`config.mk`:
```
export PLATFORM = sky130hd
export DESIGN_NAME = console_line_editor
export DESIGN_NICKNAME = d
export VERILOG_FILES = /design/src/rtl/core/cle_pkg.sv /design/src/rtl/core/console_line_editor.sv /design/src/rtl/core/cle_key_decode.sv /design/src/rtl/core/cle_line_store.sv /design/src/rtl/core/cle_rsp_seq.sv
export SDC_FILE = /design/constraint.sdc
export NUM_CORES = 1
export LEC_CHECK = 0
export BUFFER_PORTS_ARGS = -buffer_cell sky130_fd_sc_hd__buf_2
export CORE_UTILIZATION = 26
export DETAILED_ROUTE_END_ITERATION = 7
export PLACE_DENSITY = 0.45
export SETUP_SLACK_MARGIN = 0.3
export SLEW_MARGIN = 10
export SYNTH_ARGS = -nofsm -noshare
export SYNTH_HDL_FRONTEND = slang
export SYNTH_SLANG_ARGS = --single-unit
```
`constraint.sdc`:
```
create_clock -name clock -period 10.3 [get_ports clock]
set_input_delay 1.03 -clock clock [delete_from_list [all_inputs] [get_ports clock]]
set_output_delay 1.03 -clock clock [all_outputs]
set_load 0.05 [all_outputs]
```
`src/rtl/core/cle_pkg.sv`:
```
// Shared characters and result descriptor type for the console line editor.
package cle_pkg;

   localparam logic [7:0] CH_CTRL_C = 8'h03;
   localparam logic [7:0] CH_BELL   = 8'h07;
   localparam logic [7:0] CH_BS     = 8'h08;
   localparam logic [7:0] CH_LF     = 8'h0a;
   localparam logic [7:0] CH_CR     = 8'h0d;
   localparam logic [7:0] CH_SPACE  = 8'h20;
   localparam logic [7:0] CH_DEL    = 8'h7f;

   localparam logic FUNC_KEY  = 1'b0;
   localparam logic FUNC_READ = 1'b1;

   // All the response side needs for one item's results, save the read data.
   typedef struct packed {
      logic [1:0] count;
      logic       echo;
      logic [7:0] ch0;
      logic [7:0] ch1;
      logic [7:0] ch2;
      logic       done;
      logic       rep;
      logic       ovf;
      logic       is_read;
      logic       rd_hit;
      logic [7:0] length;
   } echo_desc_type;

endpackage

```
`src/rtl/core/console_line_editor.sv`:
```
// Top level of the console line editor: line state, buffer and response path.
//
//   channel   direction   payload
//   req_*     in          tuser: func; tdata: key, read_index
//   rsp_*     out         tuser: echo_valid; tlast: last; tdata: echo_char, line_done,
//                         line_length, reprompt, overflow, read_data
//
// An item is decoded and the line state and buffer updated at its transfer edge.
// Its results then leave one per cycle from the response register while rsp_tready is
// held high; an item has one to three results, or none, in which case it loads nothing.
// The next request is taken in the cycle its predecessor's last result transfers.
// Reset clears the fill count, the completion flag and the response register's valid and beat state.
// A stalled response holds the request side until its final result is taken.
module console_line_editor
   import cle_pkg::*;
#(
   parameter int LINE_BYTES = 160
) (
   input  logic        clock,
   input  logic        reset,
   input  logic        req_tvalid,
   output logic        req_tready,
   input  logic [15:0] req_tdata,   // key [7:0], read_index [15:8]
   input  logic        req_tuser,   // func
   output logic        rsp_tvalid,
   input  logic        rsp_tready,
   output logic [31:0] rsp_tdata,   // echo_char [7:0], line_done [8], line_length [16:9],
                                    // reprompt [17], overflow [18], read_data [26:19]
   output logic        rsp_tuser,   // echo_valid
   output logic        rsp_tlast    // last
);

   localparam int FW = $clog2(LINE_BYTES + 1);
   localparam int AW = $clog2(LINE_BYTES);

   logic [FW-1:0] fill_ff;
   logic [FW-1:0] fill_in;
   logic          complete_ff;
   logic          complete_in;
   logic          accept;
   logic          finishing;
   logic          wr_en;
   logic [AW-1:0] wr_addr;
   logic [7:0]    wr_data;
   logic          rd_en;
   logic [AW-1:0] rd_addr;
   logic [7:0]    rd_data;
   echo_desc_type desc;

   assign req_tready = !rsp_tvalid || finishing;
   assign accept     = req_tvalid && req_tready;

   cle_key_decode #(.LINE_BYTES(LINE_BYTES)) u_decode (
      .func          (req_tuser),
      .key           (req_tdata[7:0]),
      .read_index    (req_tdata[15:8]),
      .fill          (fill_ff),
      .complete      (complete_ff),
      .fill_next     (fill_in),
      .complete_next (complete_in),
      .wr_en         (wr_en),
      .wr_addr       (wr_addr),
      .wr_data       (wr_data),
      .rd_en         (rd_en),
      .rd_addr       (rd_addr),
      .desc          (desc)
   );

   always_ff @(posedge clock) begin
      if (reset) begin
         fill_ff     <= '0;
         complete_ff <= 1'b0;
      end else if (accept) begin
         fill_ff     <= fill_in;
         complete_ff <= complete_in;
      end
   end

   cle_line_store #(.DEPTH(LINE_BYTES)) u_store (
      .clock   (clock),
      .wr_en   (accept && wr_en),
      .wr_addr (wr_addr),
      .wr_data (wr_data),
      .rd_en   (accept && rd_en),
      .rd_addr (rd_addr),
      .rd_data (rd_data)
   );

   cle_rsp_seq u_rsp (
      .clock      (clock),
      .reset      (reset),
      .load       (accept && (desc.count != 2'd0)),
      .desc       (desc),
      .rd_data    (rd_data),
      .finishing  (finishing),
      .rsp_tvalid (rsp_tvalid),
      .rsp_tready (rsp_tready),
      .rsp_tdata  (rsp_tdata),
      .rsp_tuser  (rsp_tuser),
      .rsp_tlast  (rsp_tlast)
   );

   a_fill_bound: assert property (@(posedge clock) disable iff (reset)
      fill_ff <= FW'(LINE_BYTES))
      else $error("fill count beyond buffer size");

   a_complete_nonempty: assert property (@(posedge clock) disable iff (reset)
      complete_ff |-> (fill_ff != '0))
      else $error("completed line with no characters");

   a_read_single: assert property (@(posedge clock) disable iff (reset)
      (rsp_tvalid && !rsp_tuser) |-> rsp_tlast)
      else $error("read response not a single result");

   a_accept_on_finish: assert property (@(posedge clock) disable iff (reset)
      (accept && rsp_tvalid) |-> (rsp_tready && rsp_tlast))
      else $error("request taken while results are pending");

   a_done_not_reprompt: assert property (@(posedge clock) disable iff (reset)
      rsp_tvalid |-> !(rsp_tdata[8] && rsp_tdata[17]))
      else $error("line both completed and discarded");

endmodule

```
`src/rtl/core/cle_key_decode.sv`:
```
// Key mapping, line state update and result descriptor for one request.
module cle_key_decode
   import cle_pkg::*;
#(
   parameter int LINE_BYTES = 160,
   localparam int FW = $clog2(LINE_BYTES + 1),
   localparam int AW = $clog2(LINE_BYTES)
) (
   input  logic          func,
   input  logic [7:0]    key,
   input  logic [7:0]    read_index,
   input  logic [FW-1:0] fill,
   input  logic          complete,
   output logic [FW-1:0] fill_next,
   output logic          complete_next,
   output logic          wr_en,
   output logic [AW-1:0] wr_addr,
   output logic [7:0]    wr_data,
   output logic          rd_en,
   output logic [AW-1:0] rd_addr,
   output echo_desc_type desc
);

   logic [7:0]    k;
   logic [FW-1:0] fill_eff;
   logic          full;
   logic          discard;
   logic          allowed;
   logic [15:0]   ridx_wide;
   logic [15:0]   len_wide;

   always_comb begin
      k = key;
      if (key == CH_CR) k = CH_LF;
      if (key == CH_DEL) k = CH_BS;
   end

   assign fill_eff = complete ? '0 : fill;
   assign full     = (fill_eff == FW'(LINE_BYTES - 1));
   assign discard  = (k == CH_CTRL_C) || (full && (k != CH_LF));
   assign allowed  = (k inside {["0":"9"], ["A":"Z"], ["a":"z"], CH_SPACE, CH_BS, CH_LF,
                                "?", 8'h5f, "=", "!", "."});

   assign ridx_wide = {8'h00, read_index};
   assign rd_addr   = ridx_wide[AW-1:0];
   assign wr_addr   = fill_eff[AW-1:0];
   assign wr_data   = k;

   always_comb begin
      fill_next     = fill;
      complete_next = complete;
      wr_en         = 1'b0;
      rd_en         = 1'b0;
      desc          = '0;
      if (func == FUNC_READ) begin
         rd_en        = 1'b1;
         desc.count   = 2'd1;
         desc.is_read = 1'b1;
         desc.rd_hit  = (ridx_wide < 16'(fill)) && (ridx_wide < 16'(LINE_BYTES));
      end else begin
         // A key after a completed line always begins a fresh one.
         complete_next = 1'b0;
         fill_next     = fill_eff;
         desc.echo     = 1'b1;
         if (discard) begin
            fill_next = '0;
            desc.rep  = 1'b1;
            desc.ovf  = (fill_eff >= FW'(LINE_BYTES - 1));
            desc.ch0  = CH_CR;
            desc.ch1  = CH_LF;
            desc.ch2  = CH_BELL;
            desc.count = desc.ovf ? 2'd3 : 2'd2;
         end else if (!allowed) begin
            desc.count = 2'd0;
         end else if (k == CH_BS) begin
            if (fill_eff == '0) begin
               desc.count = 2'd1;
               desc.ch0   = CH_BELL;
            end else begin
               fill_next  = fill_eff - FW'(1);
               desc.count = 2'd3;
               desc.ch0   = CH_BS;
               desc.ch1   = CH_SPACE;
               desc.ch2   = CH_BS;
            end
         end else begin
            if (fill_eff < FW'(LINE_BYTES)) begin
               wr_en     = 1'b1;
               fill_next = fill_eff + FW'(1);
            end
            if (k == CH_LF) begin
               complete_next = 1'b1;
               desc.done     = 1'b1;
               desc.count    = 2'd2;
               desc.ch0      = CH_CR;
               desc.ch1      = CH_LF;
            end else begin
               desc.count = 2'd1;
               desc.ch0   = k;
            end
         end
      end
      len_wide    = 16'(fill_next);
      desc.length = len_wide[7:0];
   end

endmodule

```
`src/rtl/core/cle_line_store.sv`:
```
// Line buffer memory with one write port and one registered read port.
module cle_line_store #(
   parameter int DEPTH = 160,
   localparam int AW = $clog2(DEPTH)
) (
   input  logic          clock,
   input  logic          wr_en,
   input  logic [AW-1:0] wr_addr,
   input  logic [7:0]    wr_data,
   input  logic          rd_en,
   input  logic [AW-1:0] rd_addr,
   output logic [7:0]    rd_data
);

   logic [7:0] mem [DEPTH];
   logic [7:0] rd_data_ff;

   always_ff @(posedge clock) begin
      if (wr_en) mem[wr_addr] <= wr_data;
      if (rd_en) rd_data_ff <= mem[rd_addr];
   end

   assign rd_data = rd_data_ff;

endmodule

```
`src/rtl/core/cle_rsp_seq.sv`:
```
// Response register that plays out up to three results of one item.
module cle_rsp_seq
   import cle_pkg::*;
(
   input  logic          clock,
   input  logic          reset,
   input  logic          load,
   input  echo_desc_type desc,
   input  logic [7:0]    rd_data,
   output logic          finishing,
   output logic          rsp_tvalid,
   input  logic          rsp_tready,
   output logic [31:0]   rsp_tdata,
   output logic          rsp_tuser,
   output logic          rsp_tlast
);

   echo_desc_type desc_ff;
   logic          busy_ff;
   logic          busy_in;
   logic [1:0]    beat_ff;
   logic [1:0]    beat_in;
   logic [7:0]    ch;
   logic [7:0]    rdata;
   logic          last;

   assign last      = (beat_ff == desc_ff.count - 2'd1);
   assign finishing = busy_ff && rsp_tready && last;

   always_comb begin
      busy_in = busy_ff;
      beat_in = beat_ff;
      if (busy_ff && rsp_tready) begin
         beat_in = beat_ff + 2'd1;
         if (last) busy_in = 1'b0;
      end
      if (load) begin
         busy_in = 1'b1;
         beat_in = 2'd0;
      end
   end

   always_ff @(posedge clock) begin
      if (reset) begin
         busy_ff <= 1'b0;
         beat_ff <= 2'd0;
      end else begin
         busy_ff <= busy_in;
         beat_ff <= beat_in;
      end
      if (load) desc_ff <= desc;
   end

   always_comb begin
      case (beat_ff)
         2'd0:    ch = desc_ff.ch0;
         2'd1:    ch = desc_ff.ch1;
         default: ch = desc_ff.ch2;
      endcase
   end

   assign rdata      = (desc_ff.is_read && desc_ff.rd_hit) ? rd_data : 8'h00;
   assign rsp_tvalid = busy_ff;
   assign rsp_tlast  = last;
   assign rsp_tuser  = desc_ff.echo;
   assign rsp_tdata  = {5'd0, rdata, desc_ff.ovf, desc_ff.rep, desc_ff.length,
                        desc_ff.done, desc_ff.echo ? ch : 8'h00};

endmodule
```
==> run_results.csv <==
group,metric,value,unit
clocking,clock_latency,0.77,ns
floorplan,die_h,452.4,um
synth,yosys_register_bits,1327,
global_route,grt_first_pass_wirelength,209500,um
synth,synthCells,2531,
global_route,grt_max_degree,144,
clocking,root_buffer,"clkbuf_16",
place,gp_congestion,0.8146,
route,post_drt_wl_per_cell,27.51,um
floorplan,core,200700,um2
critical_path,cp_max_fo,119,
global_route,grt_pass1_vias,26448,
outcome,status,"complete, no violations",
clocking,cts.sinks,1327,
clocking,htreeDepth,4,
floorplan,start_util,26.29,%
sta,report.final.slew_viol_count,0,
route,drc_errors,0,
global_route,grtUsageTotal,14.41,%
global_route,gr-total-overflow,0,
clocking,cts_tree,"yes",
clocking,postCtsSetupRepairBufs,0,
critical_path,setup.worst_path.end_class,"flip-flop",
finish,fill_cells,19315,
hold_path,hold_class,"reg2reg",
floorplan,floorplan.die_area,204700,um2
route,initialDrtViolationCount,2574,
critical_path,required,10.70,ns
floorplan,die_w,452.4,um
sta,relSlewSlack,15.07,%
synth,yosys.cell_count.top_type,"edfxtp_1",
synth,synthMuxAreaShare,15.87,%
pwr,peakVddDrop,0.0001776,V
sta,fin_crit_sh,54.47,%
sta,period_needed,5.611,ns
synth,synth_adder_area_share,0.3321,%
sta,fin_ws,4.689,ns
synth,syn_area,52750,um2
pwr,power.leakage,18.20,nW
place,pre_cts_slack,3.769,ns
clocking,ctsResizeCount,0,
clocking,path_clk_slew,0.06,ns
finish,area_growth_syn_to_layout,14.87,%
sta,fmax,178.2,MHz
synth,synth_area_leaders,"edfxtp_1 75%, mux4_2 16%, nor2_1 1.1%",
place,dp_hpwl,90750,um
sta,setup_viol,0,
floorplan,fp-row-count,164,
synth,synth_top_area_cell,"edfxtp_1",
sta,tns,0,ns
pwr,power_density,192.6,nW/um2
sta,fin_skew,0.02225,ns
sta,hold_viol,0,
synth,async_flop_share,0,%
synth,synth-main-ff-cell,"edfxtp_1",
synth,synth-compound-area-share,3.150,%
synth,netlist_top_cells_count,"1315 x edfxtp_1, 364 x mux4_2, 156 x nor2_1",
synth,synthSimpleGateAreaFrac,3.560,%
place,portBuffers,51,
route,wl,147600,um
synth,synth_top_family_by_area,"multiplexers",
critical_path,crit_path_start_kind,"input pin",
flow_run,drv_cap,0,
route,vias_per_cell,4.839,
route,vias,25954,
finish,nets,2633,
synth,ys_types,79,
synth,yosysWarnings,0,
synth,synth_seq_area_share,75.31,%
clocking,cts_buffer_depth,3,
route,detail-route-antenna-nets,0,
critical_path,path_class,"in2reg",
sta,rsz0062_at_grt,"no",
sta,worst_slew_pin_slew,1.264,ns
synth,synth-edff-count,1315,
clocking,cts_made_buffers,138,
synth,synthXorXnorAreaFrac,0.08302,%
finish,drive_above_1_share,26.15,%
synth,synth_top_area_share,74.86,%
synth,syn_area_per_cell,20.84,um2
floorplan,io_pins,57,
global_route,antenna_found_initial,11,
clocking,hold_buffers,0,
route,dr.pass1.iters,4,
critical_path,worstPathArrival,6.01,ns
[flip-flops by register name, indices dropped and copies added, names as in the netlist, 2 cells and up]
signal	count
u_rsp.desc_ff	16
u_store.rd_data	8
u_store.mem	1280
fill_ff	8
u_rsp.rsp_tdata	10
u_rsp.beat_ff	2
[worst max-delay path: stages]
cell and delay, ns:
buf_6 0.74, and3b_1 0.37, and3_1 0.40, o221ai_2 0.31, and3_4 0.34, a21oi_2 0.81
nand4_1 1.06, nor2_1 0.91
[cells by family (layout without fill, tap and decap cells)]
| family | after synthesis | after routing |
|---|---|---|
| flip-flops | 1327 | 1327 |
| multiplexers | 381 | 381 |
| AND/OR/NAND/NOR | 379 | 379 |
| AO/OA/AOI/OAI | 234 | 234 |
| buffers and inverters | 190 | 361 |
| adder cells (fa/ha/maj) | 14 | 14 |
| XOR/XNOR | 5 | 5 |
| other | 1 | 7 |
[layer usage]
layer	wire length [um]	global-route usage, %	part of all wire (%)	up-vias
li1	-	-	-	10750
met1	63780	19.70	43	14043
met2	72480	23.83	49	997
met3	8219	2.162	5.6	164
met4	3103	3.882	2.1	0
met5	0	0	0	-
[final cells by class]
type / instances / area [um2] / area share (%)
Clock buffer: 166 / 3707 / 6.118
Sequential cell: 1327 / 39730 / 65.56
Inverter: 22 / 82.58 / 0.1363
Tap cell: 2656 / 3323 / 5.484
Antenna cell: 1 / 2.502 / 0.004130
Clock inverter: 83 / 882.1 / 1.456
Multi-Input combinational cell: 1019 / 12260 / 20.24
Timing Repair Buffer: 90 / 606.8 / 1.001
[worst paths after layout]
kind / start / to / slack, ns / cells past startpoint
max: req_tdata[3] / u_store.mem[71][0] / 4.69 / 8
min: fill_ff[1] / fill_ff[1] / 0.52 / 2
max reg2reg: complete_ff / u_store.mem[71][0] / 4.70 / 10
min reg2reg: fill_ff[1] / fill_ff[1] / 0.52 / 2
[through the flow]
step	power, W	std cells	util (%)	hold slack [ns]	cell area, um2
2_1_floorplan	0.006481	2536	-	0.4739	52770
3_3_place_gp	0.006710	5114	27.90	0.5118	55990
3_5_place_dp	0.006719	5114	27.90	0.5044	55990
4_1_cts	0.01178	5363	30.19	0.4904	60580
5_1_grt	0.01199	5363	30.19	0.5237	60590
6_report	0.01167	5364	30.19	0.5157	60600
[cells in the final DEF, fill, tap and decap left out, types with 14 or more instances in the layout]
| cell type | n |
|---|---|
| edfxtp_1 | 1315 |
| mux4_2 | 364 |
| nor2_1 | 154 |
| clkbuf_16 | 145 |
| nor3_1 | 62 |
| a22oi_1 | 60 |
| buf_2 | 45 |
| a21oi_1 | 42 |
| nand2_1 | 40 |
| buf_4 | 40 |
| o21ai_0 | 27 |
| clkinv_1 | 24 |
| inv_1 | 21 |
| clkbuf_1 | 21 |
| clkinv_2 | 18 |
| and3_1 | 16 |
| bufinv_16 | 16 |
| o22ai_1 | 14 |
| ha_1 | 14 |
[power by group]
| part | switching [W] | total (W) | internal, W |
|---|---|---|---|
| Combinational | 0.000426 | 0.000629 | 0.000203 |
| Clock | 0.00210 | 0.00508 | 0.00298 |
| Sequential | 0.00000860 | 0.00596 | 0.00595 |
Note: power is estimated with default switching activity, not from simulation.
